## config.mk

```make
export PLATFORM = sky130hd
export DESIGN_NAME = delta_zigzag_rle_varint_encoder
export DESIGN_NICKNAME = d
export VERILOG_FILES = /design/src/sv/dzrv_pkg.sv /design/src/sv/dzrv_front.sv /design/src/sv/dzrv_fifo.sv /design/src/sv/dzrv_back.sv /design/src/sv/delta_zigzag_rle_varint_encoder.sv
export SDC_FILE = /design/constraint.sdc
export NUM_CORES = 1
export LEC_CHECK = 0
export BUFFER_PORTS_ARGS = -buffer_cell sky130_fd_sc_hd__buf_2
export CAP_MARGIN = 0
export CORE_ASPECT_RATIO = 0.75
export CORE_UTILIZATION = 45
export DETAILED_ROUTE_END_ITERATION = 10
export PLACE_DENSITY = 0.71
export SLEW_MARGIN = 10
export SYNTH_ARGS = -nofsm -noshare
export SYNTH_HDL_FRONTEND = slang
export SYNTH_HIERARCHICAL = 1
export SYNTH_SLANG_ARGS = --single-unit
```

## constraint.sdc

```tcl
create_clock -name clk -period 11.4 [get_ports clk]
set_input_delay 1.71 -clock clk [delete_from_list [all_inputs] [get_ports clk]]
set_output_delay 1.71 -clock clk [all_outputs]
set_load 0.1 [all_outputs]
```

## src/sv/dzrv_pkg.sv

```systemverilog
// Package for the delta / zigzag / run-length / varint encoder.
// Holds the run request type, the back-end phase type and shared constants.
// No dependencies.
package dzrv_pkg;

  // Widths fixed by the stream format
  localparam int unsigned VALUE_W = 64;
  localparam int unsigned COUNT_W = 32;
  localparam int unsigned BYTE_W  = 8;
  localparam int unsigned GROUP_W = 7;

  // Largest run count before an early flush
  localparam logic [COUNT_W-1:0] MAX_RUN_COUNT = '1;

  // Default depth of the run request queue
  localparam int unsigned QUEUE_DEPTH_DEF = 4;

  // One finished run, handed from front to back
  typedef struct packed {
    logic [VALUE_W-1:0] delta;
    logic [COUNT_W-1:0] count;
    logic               item_last;
    logic               block_last;
  } run_req_t;

  // Serializer phase
  typedef enum logic [1:0] {
    PH_IDLE,
    PH_DELTA,
    PH_COUNT
  } phase_t;

endpackage

```

## src/sv/dzrv_front.sv

```systemverilog
// Front end: takes in column values, forms zigzag deltas and keeps the open run.
// Issues finished runs as requests to the queue. Uses dzrv_pkg.
module dzrv_front (
  input  logic                          clk,
  input  logic                          rst_n,
  input  logic                          push,
  output logic                          full,
  input  logic [dzrv_pkg::VALUE_W-1:0]  in_sample_value,
  input  logic                          in_end_of_block,
  output logic                          q_push,
  output dzrv_pkg::run_req_t            q_data,
  input  logic                          q_full
);

  logic [dzrv_pkg::VALUE_W-1:0] prev_r, prev_nxt;
  logic [dzrv_pkg::VALUE_W-1:0] run_delta_r, run_delta_nxt;
  logic [dzrv_pkg::COUNT_W-1:0] run_len_r, run_len_nxt;
  logic                         pend_r, pend_nxt;
  dzrv_pkg::run_req_t           pend_req_r, pend_req_nxt;

  logic [dzrv_pkg::VALUE_W-1:0] diff;
  logic [dzrv_pkg::VALUE_W-1:0] delta;
  logic                         is_new;
  logic                         is_sat;
  logic                         first_need;
  logic [dzrv_pkg::VALUE_W-1:0] new_delta;
  logic [dzrv_pkg::COUNT_W-1:0] new_len;
  dzrv_pkg::run_req_t           first_req;
  dzrv_pkg::run_req_t           second_req;
  logic                         accept;

  // Wrapping difference, then zigzag map
  assign diff  = in_sample_value - prev_r;
  assign delta = {diff[dzrv_pkg::VALUE_W-2:0], 1'b0} ^ {dzrv_pkg::VALUE_W{diff[dzrv_pkg::VALUE_W-1]}};

  // Classify against the open run
  assign is_new     = (run_len_r == '0) || (delta != run_delta_r);
  assign is_sat     = (run_len_r == dzrv_pkg::MAX_RUN_COUNT);
  assign first_need = (run_len_r != '0) && (is_new || is_sat);
  assign new_delta  = is_new ? delta : run_delta_r;
  assign new_len    = (is_new || is_sat) ? dzrv_pkg::COUNT_W'(1)
                                         : run_len_r + dzrv_pkg::COUNT_W'(1);

  // Old run being closed, and the run flushed at end of block
  always_comb begin
    first_req.delta       = run_delta_r;
    first_req.count       = run_len_r;
    first_req.item_last   = !in_end_of_block;
    first_req.block_last  = 1'b0;
    second_req.delta      = new_delta;
    second_req.count      = new_len;
    second_req.item_last  = 1'b1;
    second_req.block_last = 1'b1;
  end

  // Hold off new values while a flush request still waits or the queue is full
  assign full   = pend_r || q_full;
  assign accept = push && !full;

  // Issue at most one request a cycle; park the second one
  always_comb begin
    prev_nxt      = prev_r;
    run_delta_nxt = run_delta_r;
    run_len_nxt   = run_len_r;
    pend_nxt      = pend_r;
    pend_req_nxt  = pend_req_r;
    q_push        = 1'b0;
    q_data        = first_req;
    if (pend_r) begin
      q_data = pend_req_r;
      if (!q_full) begin
        q_push   = 1'b1;
        pend_nxt = 1'b0;
      end
    end else if (accept) begin
      run_delta_nxt = new_delta;
      run_len_nxt   = in_end_of_block ? '0 : new_len;
      prev_nxt      = in_end_of_block ? '0 : in_sample_value;
      if (first_need) begin
        q_push = 1'b1;
        q_data = first_req;
        if (in_end_of_block) begin
          pend_nxt     = 1'b1;
          pend_req_nxt = second_req;
        end
      end else if (in_end_of_block) begin
        q_push = 1'b1;
        q_data = second_req;
      end
    end
  end

  // Run state and parked request
  always_ff @(posedge clk) begin
    if (!rst_n) begin
      prev_r      <= '0;
      run_delta_r <= '0;
      run_len_r   <= '0;
      pend_r      <= 1'b0;
    end else begin
      prev_r      <= prev_nxt;
      run_delta_r <= run_delta_nxt;
      run_len_r   <= run_len_nxt;
      pend_r      <= pend_nxt;
    end
  end

  always_ff @(posedge clk) begin
    pend_req_r <= pend_req_nxt;
  end

endmodule

```

## src/sv/dzrv_fifo.sv

```systemverilog
// Short queue of run requests between front and back ends.
// Register storage, head read in place. Uses dzrv_pkg.
module dzrv_fifo #(
  parameter int unsigned DEPTH = dzrv_pkg::QUEUE_DEPTH_DEF
) (
  input  logic               clk,
  input  logic               rst_n,
  input  logic               wr_en,
  input  dzrv_pkg::run_req_t wr_data,
  output logic               q_full,
  input  logic               rd_en,
  output dzrv_pkg::run_req_t rd_data,
  output logic               q_empty
);

  localparam int unsigned AW = (DEPTH > 1) ? $clog2(DEPTH) : 1;
  localparam int unsigned CW = $clog2(DEPTH + 1);
  localparam logic [AW-1:0] LAST_IDX = AW'(DEPTH - 1);
  localparam logic [CW-1:0] FULL_CNT = CW'(DEPTH);

  dzrv_pkg::run_req_t mem_r [DEPTH];
  logic [AW-1:0] wr_ptr_r, wr_ptr_nxt;
  logic [AW-1:0] rd_ptr_r, rd_ptr_nxt;
  logic [CW-1:0] cnt_r, cnt_nxt;
  logic          do_wr, do_rd;

  assign q_full  = (cnt_r == FULL_CNT);
  assign q_empty = (cnt_r == '0);
  assign do_wr   = wr_en && !q_full;
  assign do_rd   = rd_en && !q_empty;
  assign rd_data = mem_r[rd_ptr_r];

  // Advance pointers and occupancy
  always_comb begin
    wr_ptr_nxt = wr_ptr_r;
    rd_ptr_nxt = rd_ptr_r;
    cnt_nxt    = cnt_r;
    if (do_wr) begin
      wr_ptr_nxt = (wr_ptr_r == LAST_IDX) ? '0 : wr_ptr_r + AW'(1);
    end
    if (do_rd) begin
      rd_ptr_nxt = (rd_ptr_r == LAST_IDX) ? '0 : rd_ptr_r + AW'(1);
    end
    if (do_wr && !do_rd) begin
      cnt_nxt = cnt_r + CW'(1);
    end else if (do_rd && !do_wr) begin
      cnt_nxt = cnt_r - CW'(1);
    end
  end

  always_ff @(posedge clk) begin
    if (!rst_n) begin
      wr_ptr_r <= '0;
      rd_ptr_r <= '0;
      cnt_r    <= '0;
    end else begin
      wr_ptr_r <= wr_ptr_nxt;
      rd_ptr_r <= rd_ptr_nxt;
      cnt_r    <= cnt_nxt;
    end
  end

  // Store the incoming request
  always_ff @(posedge clk) begin
    if (do_wr) begin
      mem_r[wr_ptr_r] <= wr_data;
    end
  end

endmodule

```

## src/sv/dzrv_back.sv

```systemverilog
// Back end: serializes each run request as a varint of the delta, then of the count.
// One output byte a cycle while pop is held and a run is in flight, from a shift register. Uses dzrv_pkg.
module dzrv_back (
  input  logic                          clk,
  input  logic                          rst_n,
  input  dzrv_pkg::run_req_t            q_data,
  input  logic                          q_empty,
  output logic                          q_pop,
  output logic                          empty,
  input  logic                          pop,
  output logic [dzrv_pkg::BYTE_W-1:0]   out_byte,
  output logic                          out_item_last,
  output logic                          out_block_last
);

  dzrv_pkg::phase_t             state_r, state_nxt;
  logic [dzrv_pkg::VALUE_W-1:0] sh_r, sh_nxt;
  logic [dzrv_pkg::COUNT_W-1:0] cnt_r, cnt_nxt;
  logic                         il_r, il_nxt;
  logic                         bl_r, bl_nxt;
  logic                         more;
  logic                         take;

  // More groups follow while bits above the low seven remain
  assign more  = |sh_r[dzrv_pkg::VALUE_W-1:dzrv_pkg::GROUP_W];
  assign empty = (state_r == dzrv_pkg::PH_IDLE);
  assign take  = pop && !empty;

  assign out_byte       = {more, sh_r[dzrv_pkg::GROUP_W-1:0]};
  assign out_item_last  = (state_r == dzrv_pkg::PH_COUNT) && !more && il_r;
  assign out_block_last = (state_r == dzrv_pkg::PH_COUNT) && !more && bl_r;

  // Phase sequencing and shift
  always_comb begin
    state_nxt = state_r;
    sh_nxt    = sh_r;
    cnt_nxt   = cnt_r;
    il_nxt    = il_r;
    bl_nxt    = bl_r;
    q_pop     = 1'b0;
    unique case (state_r)
      dzrv_pkg::PH_IDLE: begin
        if (!q_empty) begin
          q_pop     = 1'b1;
          sh_nxt    = q_data.delta;
          cnt_nxt   = q_data.count;
          il_nxt    = q_data.item_last;
          bl_nxt    = q_data.block_last;
          state_nxt = dzrv_pkg::PH_DELTA;
        end
      end
      dzrv_pkg::PH_DELTA: begin
        if (take) begin
          if (more) begin
            sh_nxt = sh_r >> dzrv_pkg::GROUP_W;
          end else begin
            sh_nxt    = {{(dzrv_pkg::VALUE_W-dzrv_pkg::COUNT_W){1'b0}}, cnt_r};
            state_nxt = dzrv_pkg::PH_COUNT;
          end
        end
      end
      dzrv_pkg::PH_COUNT: begin
        if (take) begin
          if (more) begin
            sh_nxt = sh_r >> dzrv_pkg::GROUP_W;
          end else if (!q_empty) begin
            q_pop     = 1'b1;
            sh_nxt    = q_data.delta;
            cnt_nxt   = q_data.count;
            il_nxt    = q_data.item_last;
            bl_nxt    = q_data.block_last;
            state_nxt = dzrv_pkg::PH_DELTA;
          end else begin
            state_nxt = dzrv_pkg::PH_IDLE;
          end
        end
      end
      default: begin
        state_nxt = dzrv_pkg::PH_IDLE;
      end
    endcase
  end

  always_ff @(posedge clk) begin
    if (!rst_n) begin
      state_r <= dzrv_pkg::PH_IDLE;
    end else begin
      state_r <= state_nxt;
    end
  end

  // Payload of the request in flight
  always_ff @(posedge clk) begin
    sh_r  <= sh_nxt;
    cnt_r <= cnt_nxt;
    il_r  <= il_nxt;
    bl_r  <= bl_nxt;
  end

endmodule

```

## src/sv/delta_zigzag_rle_varint_encoder.sv

```systemverilog
// Top level of the delta / zigzag / run-length / varint encoder.
// Joins dzrv_front, dzrv_fifo and dzrv_back. Uses dzrv_pkg.
//
//   channel  handshake     fields
//   input    push / full   in_sample_value[63:0], in_end_of_block
//   output   empty / pop   out_byte[7:0], out_item_last, out_block_last
//
// A value that only extends its run issues no run request. A value that
// closes a run and ends the block issues two run requests, one a cycle while
// the queue has room, so full rises in the cycle after it until the second is queued.
// The serializer sends one byte a cycle while pop is held and a run is in flight, 2 to 15 bytes per run;
// the run queue depth sets how far input runs ahead. Reset is synchronous and
// clears run state, queue and serializer at once. full also rises while the run queue is full.
module delta_zigzag_rle_varint_encoder #(
  parameter int unsigned QUEUE_DEPTH = dzrv_pkg::QUEUE_DEPTH_DEF
) (
  input  logic                          clk,
  input  logic                          rst_n,
  input  logic                          push,
  output logic                          full,
  input  logic [dzrv_pkg::VALUE_W-1:0]  in_sample_value,
  input  logic                          in_end_of_block,
  output logic                          empty,
  input  logic                          pop,
  output logic [dzrv_pkg::BYTE_W-1:0]   out_byte,
  output logic                          out_item_last,
  output logic                          out_block_last
);

  logic               q_push;
  logic               q_full;
  logic               q_pop;
  logic               q_empty;
  dzrv_pkg::run_req_t q_wr_data;
  dzrv_pkg::run_req_t q_rd_data;

  // Classify values and keep the open run
  dzrv_front u_front (
    .clk             (clk),
    .rst_n           (rst_n),
    .push            (push),
    .full            (full),
    .in_sample_value (in_sample_value),
    .in_end_of_block (in_end_of_block),
    .q_push          (q_push),
    .q_data          (q_wr_data),
    .q_full          (q_full)
  );

  // Buffer run requests
  dzrv_fifo #(
    .DEPTH (QUEUE_DEPTH)
  ) u_fifo (
    .clk     (clk),
    .rst_n   (rst_n),
    .wr_en   (q_push),
    .wr_data (q_wr_data),
    .q_full  (q_full),
    .rd_en   (q_pop),
    .rd_data (q_rd_data),
    .q_empty (q_empty)
  );

  // Serialize runs into varint bytes
  dzrv_back u_back (
    .clk            (clk),
    .rst_n          (rst_n),
    .q_data         (q_rd_data),
    .q_empty        (q_empty),
    .q_pop          (q_pop),
    .empty          (empty),
    .pop            (pop),
    .out_byte       (out_byte),
    .out_item_last  (out_item_last),
    .out_block_last (out_block_last)
  );

  // Never push into a full queue
  a_no_overflow: assert property (@(posedge clk) disable iff (!rst_n)
    q_push |-> !q_full)
    else $error("run request pushed into a full queue");

  // Never pop an empty queue
  a_no_underflow: assert property (@(posedge clk) disable iff (!rst_n)
    q_pop |-> !q_empty)
    else $error("run request popped from an empty queue");

  // End of block is always the end of an item
  a_block_is_item: assert property (@(posedge clk) disable iff (!rst_n)
    (!empty && out_block_last) |-> out_item_last)
    else $error("block_last without item_last");

  // The last byte of an item closes a varint
  a_last_closes: assert property (@(posedge clk) disable iff (!rst_n)
    (!empty && out_item_last) |-> !out_byte[dzrv_pkg::BYTE_W-1])
    else $error("item_last on a continuation byte");

endmodule
```

==> out/summary.md, run 1 <==
• **Worst R2R End** u_fifo/mem_r[2][62]
• **wire length of the first global-routing pass** 164000 um
• **clock tree from TritonCTS** built
• **maximum level of the CTS H-tree** 3
• **synthesized area** 0.0399 mm^2
• **number of warnings reported in the yosys synthesis log** 6
• **startpoint type of the worst setup path** input pin
• **Via density** 6.19
• **core region area** 0.0877 mm^2
• **half-perimeter wire length after detailed placement** 75100 um
• **reg2reg start** u_front/prev_r[46]
• **top post-synthesis cells by count** edfxtp_1 (586), nand2_1 (250), nor2_1 (236), a21oi_1 (182), dfxtp_1 (172)
• **leading cell type by number of instances after synthesis** edfxtp_1
• **share of the core filled with cells in the final layout** 0.496
• **Skew-Pair Late Insertion Delay** 0.65 ns
• **diode insertion count for antenna repair** 0
• **minimum clock period after layout** 8.53 ns
• **total power** 9.55 mW
• **global-route met3 utilization** 0.0458
• **antenna violations before repair** 2
• **drt initial violations** 3766
• **largest stage delay on the critical path** 0.99 ns
• **GR Layer Usage met1** 0.371
• **portion of total power attributed to combinational logic** 0.314
• **area added between synthesis and finish** 9.21%
• **share of cells above drive strength 1** 0.127
• **maximum number of pins on one net before global-route repair** 102
• **Avg Inst Size Synth** 11.7 um^2
• **Die Y-Extent** 260 um
• **async set or reset register ratio after synthesis** 0
• **die boundary width** 346 um
• **crit path max-delay cell type** and2_4
• **total wirelength of the detailed-routed design** 109000 um
• **ys flop type** edfxtp_1
• **Hold Startpoint** u_front/prev_r[36]
• **Setup TNS Final** 0 ns
• **internal cell power** 6.20 mW
• **instance count along the most critical hold path** 2
• **Sw Ratio** 0.350
• **cell breakdown of the critical path** buf_2 > ha_1 > nand2_1 > nor2_1 > nand4_2 > o22ai_1 > nor4_2 > o2bb2ai_4 > inv_4 > xnor3_1 > o22ai_1 > nor4_1 > nand4b_1 > nor4_2 > nand3_1 > o21ai_0 > a211oi_1 > nor2b_1 > and2_4 > buf_4
• **average wire per standard cell** 23.8 um
• **gr ovfl total** 0
• **fin area** 0.0435 mm^2
• **IO buf count** 80
• **Required @ worst endpoint** 11.72 ns
• **count of filler cells inserted in the layout** 7663
• **clock group share of total power** 0.270
• **Layout Nets** 3505
• **type of the worst min-delay path** flip-flop to flip-flop
• **Area contributors post-synth** edfxtp_1 (44%), dfxtp_1 (8.6%), mux4_2 (5.5%), mux2i_1 (3.3%), xnor2_1 (2.9%)
• **number of setup buffers added after CTS** 0
• **period utilization** 0.748
• **CTS resizes** 0
• **number of endpoints with negative hold slack in the final report** 0
• **setup violation total in the final timing report** 0
• **maximum buffer depth of the clock tree** 3
• **peak supply drop** 0.133 mV
• **PD cells** 219 mW/mm^2
• **leakage power** 15.0 nW
• **number of synthesized flops with an enable pin** 586
• **Total Die Area** 0.0898 mm^2
• **terminating pin of the worst hold path** u_front/prev_r[36]
• **Distinct cells, synth** 117
• **worst reg-to-reg setup slack** 3.68 ns
• **max-slew headroom at the worst pin** 0.182
• **reported max-cap violation count** 0
• **share of power burned in registers** 0.416
• **number of ports placed on the die boundary** 81
• **drc violations** 0
• **clock-pin slew on the worst setup and hold paths** 0.06 ns
• **result of the run** complete, no violations
• **maximum clock frequency** 0.117 GHz
• **peak fanout along the critical path** 70
• **clock root buffer** clkbuf_16
• **Max Slew Vio Count** 0
• **global-route met2 utilization** 0.336
• **RePlAce Congestion** 1.00
• **number of buffers added to fix hold violations after cts** 0
• **total routing usage reported by global routing** 0.238
• **length of the first detailed-routing pass in iterations** 8
• **Mapped Nets** 3559
• **top-area cell type share of the netlist area** 0.441
• **Most Crowded Layer GR** met1
• **post-route ant nets** 0
• **sequential fraction of the synthesis area** 0.528
• **cell row count** 94
• **Crit path arrival time** 8.85 ns
• **setup repair after global routing missed its margin** false
• **final worst hold slack** 0.464 ns
• **flop and latch count out of synthesis** 758
• **count of mapped cells out of synthesis** 3412
• **starting density of the core** 0.454
• **total CTS buffers** 76
• **area post-placement** 0.0410 mm^2
• **worst clock skew** 0.0208 ns
• **element type at the critical path end** flip-flop
• **worst reg2reg path depth** 20
• **total vias in the final route** 28300
• **kind of critical path** input pin to flip-flop
• **largest area contributor in the netlist** edfxtp_1
• **net switching power figure** 3.35 mW
• **Clock Sinks** 758
• **number of global-route vias before repair** 26100
• **worst slew pin tran** 1.22 ns
==> kinds of logic (layout without fill, tap and decap cells) <==
logic type                 Yosys count  in the layout  share of synthesized area
xor gates and xnor gates           194            194                     0.0482
and+or+nand+nor                   1018           1018                      0.134
muxes                              235            235                     0.0899
buffers and inverters              401            411                     0.0447
adders and majority gates           78             78                     0.0249
AOI/OAI and AO/OA                  728            728                      0.131
DFF                                758            758                      0.528
==> routing by layer <==
metal	wire [um]	vias up
met4	2380	2
met1	50100	13900
met3	11500	155
met5	13	-
met2	45100	1510
li1	-	12700
==> final cells by class <==
type	instances	area, um^2	area share
Timing Repair Buffer	123	763	0.0175
Multi-Input combinational cell	2253	17200	0.394
Sequential cell	758	21100	0.483
Tap cell	1152	1440	0.0331
Clock buffer	96	2020	0.0463
Inverter	146	551	0.0126
Clock inverter	46	566	0.0130
==> cells in the final DEF, fill, tap and decap left out, types with 77 or more instances in the layout <==
cell type  netlist  layout
a21boi_0        77      77
a21oi_1        182     181
buf_2           60      79
dfxtp_1        172     169
edfxtp_1       586     586
inv_1          144     144
mux2i_1        131     131
mux4_2          98      98
nand2_1        250     248
nand3_1        103     103
nor2_1         236     233
o21ai_0         94      94
xnor2_1        131     131
==> state kept, by name, summed over array words and instances (netlist names), named ones only <==
register,count
u_front/run_delta_r,64
u_back/bl_r,1
u_back/cnt_r,32
u_back/il_r,1
u_fifo/wr_ptr_r,2
u_back/state_r,2
u_front/run_len_r,32
u_front/pend_r,1
u_front/pend_req_r,96
u_back/sh_r,64
u_fifo/cnt_r,3
u_front/prev_r,64
u_fifo/mem_r,392
u_fifo/rd_ptr_r,2
==> critical path, delay by kind of cell <==
kind	cells	cell delay [ns]
XOR/XNOR	1	0.63
adder cells (fa/ha/maj)	1	0.47
buffers and inverters	3	1.07
AO/OA/AOI/OAI	5	1.96
AND/OR/NAND/NOR	10	2.94
==> power groups by stage <==
stage | sequential, mW | combinational (mW) | clock (mW)
floorplan | 3.86 | 2.19 | 0
global placement | 4.01 | 2.89 | 0
detailed placement | 4.02 | 2.94 | 0
CTS | 3.97 | 2.95 | 2.62
global route | 4.01 | 3.20 | 2.72
finish | 3.98 | 3.00 | 2.58
==> how the worst max path moves through the flow <==
stage | cells after the start | end | slack [ns] | from
after floorplan | 17 | u_front/pend_req_r[10] | 2.04 | in_sample_value[0]
after global routing | 19 | u_fifo/mem_r[2][62] | 2.46 | in_sample_value[46]
after global placement | 20 | u_fifo/mem_r[2][58] | 2.40 | in_sample_value[30]
final | 20 | u_fifo/mem_r[2][62] | 2.87 | in_sample_value[46]
after detailed placement | 20 | u_fifo/mem_r[2][65] | 2.32 | in_sample_value[30]
after CTS | 20 | u_fifo/mem_r[2][65] | 2.96 | in_sample_value[46]
==> metrics by stage <==
stage / worst slack, ns / instances
2_1_floorplan: 2.04 / 3412
3_3_place_gp: 2.40 / 4432
3_5_place_dp: 2.32 / 4432
4_1_cts: 2.96 / 4574
5_1_grt: 2.46 / 4574
6_report: 2.87 / 4574
Power figures use the tool's default switching activity.
==> run 2, diff against run 1 <==
Clock period 11.4 ns to 8 ns, I/O delays scaled along.
==> run 2 against run 1 <==
Effect of this change:
- sequential power rose by 43%
- critical endpoint is now u_fifo/mem_r[0][55]
- global-route usage barely moved
- first-iteration DRC count fell by 8.9%
- clock skew rose by 0.012 ns
- combinational power rose by 43%
==> out/summary.md, run 2 (synthesis gave the netlist of run 1 again) <==
• **RePlAce Congestion** 0.969, -3.3%
• **number of global-route vias before repair** 26300, +0.52%
• **Max Slew Vio Count** 0, unchanged
• **total wirelength of the detailed-routed design** 109000 um, -0.28%
• **clock-pin slew on the worst setup and hold paths** 0.06 ns, about the same
• **cell row count** 94, unchanged
• **largest stage delay on the critical path** 0.80 ns, -0.19 ns
• **Setup TNS Final** 0 ns, unchanged
• **result of the run** complete, no violations
• **Clock Sinks** 758, unchanged
• **maximum level of the CTS H-tree** 3, unchanged
• **element type at the critical path end** flip-flop
• **maximum number of pins on one net before global-route repair** 108, +5.9%
• **fin area** 0.0438 mm^2, +0.47%
• **Via density** 6.13, -0.95%
• **clock tree from TritonCTS** built
• **antenna violations before repair** 1, -1
• **Total Die Area** 0.0898 mm^2, unchanged
• **kind of critical path** input pin to flip-flop
• **core region area** 0.0877 mm^2, unchanged
• **startpoint type of the worst setup path** input pin
• **number of setup buffers added after CTS** 0, unchanged
• **peak fanout along the critical path** 42, -40%
• **minimum clock period after layout** 7.10 ns
• **Required @ worst endpoint** 8.31 ns, -3.41 ns
• **wire length of the first global-routing pass** 164000 um, -0.12%
• **area post-placement** 0.0412 mm^2, +0.64%
• **drc violations** 0, unchanged
• **commonest non-fill, non-tap cells in the layout** edfxtp_1 (586), nand2_1 (248), nor2_1 (233)
• **Die Y-Extent** 260 um, unchanged
• **worst slew pin tran** 1.22 ns, -0.00317 ns
• **drt initial violations** 3431, -8.9%
• **gr ovfl total** 0, unchanged
• **half-perimeter wire length after detailed placement** 74500 um, -0.89%
• **clock root buffer** clkbuf_16
• **IO buf count** 80, unchanged
• **average wire per standard cell** 23.6 um, -0.87%
• **setup repair after global routing missed its margin** false
• **worst clock skew** 0.0323 ns, +0.0116 ns
• **total CTS buffers** 75, -1.3%
• **maximum buffer depth of the clock tree** 3, unchanged
• **number of ports placed on the die boundary** 81, unchanged
• **starting density of the core** 0.454, unchanged
• **post-route ant nets** 0, unchanged
• **total routing usage reported by global routing** 0.237, -0.000417
• **Bufs and invs on worst path** 3, unchanged
• **total vias in the final route** 28200, -0.37%
• **peak supply drop** 0.225 mV, +69%
• **setup violation total in the final timing report** 0, unchanged
• **area taken by multi-input logic gates** 0.0171 mm^2, -0.12%
• **sequential cell area** 0.0211 mm^2, unchanged
• **PD cells** 311 mW/mm^2, +42%
• **length of the first detailed-routing pass in iterations** 8, unchanged
• **leakage power** 15.1 nW, +1.1%
• **Crit path arrival time** 7.41 ns, -1.44 ns
• **max-slew headroom at the worst pin** 0.188, +0.00512
• **Skew-Pair Late Insertion Delay** 0.64 ns, about the same
• **gate family responsible for the most delay along the worst path** compound AO/OA/AOI/OAI gates
• **maximum clock frequency** 0.141 GHz
• **biggest regs** u_fifo/mem_r (392), u_front/pend_req_r (96)
• **number of buffers added to fix hold violations after cts** 0, unchanged
• **most frequent standard cell in the layout excluding fill and tap cells** edfxtp_1
• **CTS resizes** 0, unchanged
• **reported max-cap violation count** 0, unchanged
• **Layout Nets** 3535, +0.86%
• **Most flops, register** u_fifo/mem_r
• **period utilization** 0.888
• **share of cells above drive strength 1** 0.133, +0.00688
• **number of endpoints with negative hold slack in the final report** 0, unchanged
• **crit path max-delay cell type** and2_4
• **area added between synthesis and finish** 9.73%
• **count of filler cells inserted in the layout** 7648, -0.20%
• **cell breakdown of the critical path** buf_2 > inv_1 > ha_1 > fa_1 > nand2b_1 > a21oi_2 > o21ai_2 > a2111oi_2 > o31a_1 > o21ai_0 > a211oi_1 > xor2_1 > mux2i_1 > nand4bb_1 > nor4_2 > nand3_1 > o21ai_0 > a211oi_1 > nor2b_1 > and2_4 > buf_4
• **type of the worst min-delay path** flip-flop to flip-flop
• **number of flip-flops under the largest register name** 392, unchanged
• **die boundary width** 346 um, unchanged
## run 2: final timing paths
kind	startpoint	slack, ns	depth (start not counted)	to
worst max register to register	u_front/prev_r[38]	1.23	19	u_fifo/mem_r[0][55]
worst min register to register	u_front/prev_r[45]	0.46	2	u_front/prev_r[45]
worst min-delay path	u_front/prev_r[45]	0.46	2	u_front/prev_r[45]
worst max-delay path	in_sample_value[0]	0.90	21	u_fifo/mem_r[0][55]
## run 2: report_power, final
part	internal, mW	switching (mW)	total [mW]
combinational	1.60	2.69	4.29
clock	2.09	1.55	3.64
sequential	5.21	0.480	5.68
## run 2: tightest hold or removal path, stage by stage, from the launching register on
cell and delay, ns:
dfxtp_1 0.31, nand2_1 0.04, a21boi_0 0.06
## run 2: final cells by class
class / count / share of cell area
repair buffers: 154 / 0.0239
clock inverters: 41 / 0.0111
well taps: 1152 / 0.0329
flip-flops and latches: 758 / 0.481
clock buffers: 96 / 0.0466
inverters: 146 / 0.0126
multi-input cells: 2253 / 0.392
diodes: 1 / 0.0000572
## run 2: stage by stage
step                hold WS (ns)  utilization  power (mW)  std cells  setup WS, ns
floorplan                  0.441            -        8.62       3412         0.355
global placement           0.452        0.470        9.88       4463         0.412
detailed placement         0.459        0.470        9.97       4463         0.362
CTS                        0.467        0.499        13.6       4600         0.977
global route               0.481        0.499        14.2       4600         0.527
finish                     0.463        0.499        13.6       4601         0.900
## run 2: metal layers
| layer | vias up | part of all wire | GRT usage |
|---|---|---|---|
| met2 | 1353 | 0.42 | 0.338 |
| met5 | - | 0 | 0 |
| met4 | 0 | 0.026 | 0.0680 |
| li1 | 12800 | - | - |
| met3 | 170 | 0.11 | 0.0544 |
| met1 | 13900 | 0.45 | 0.359 |
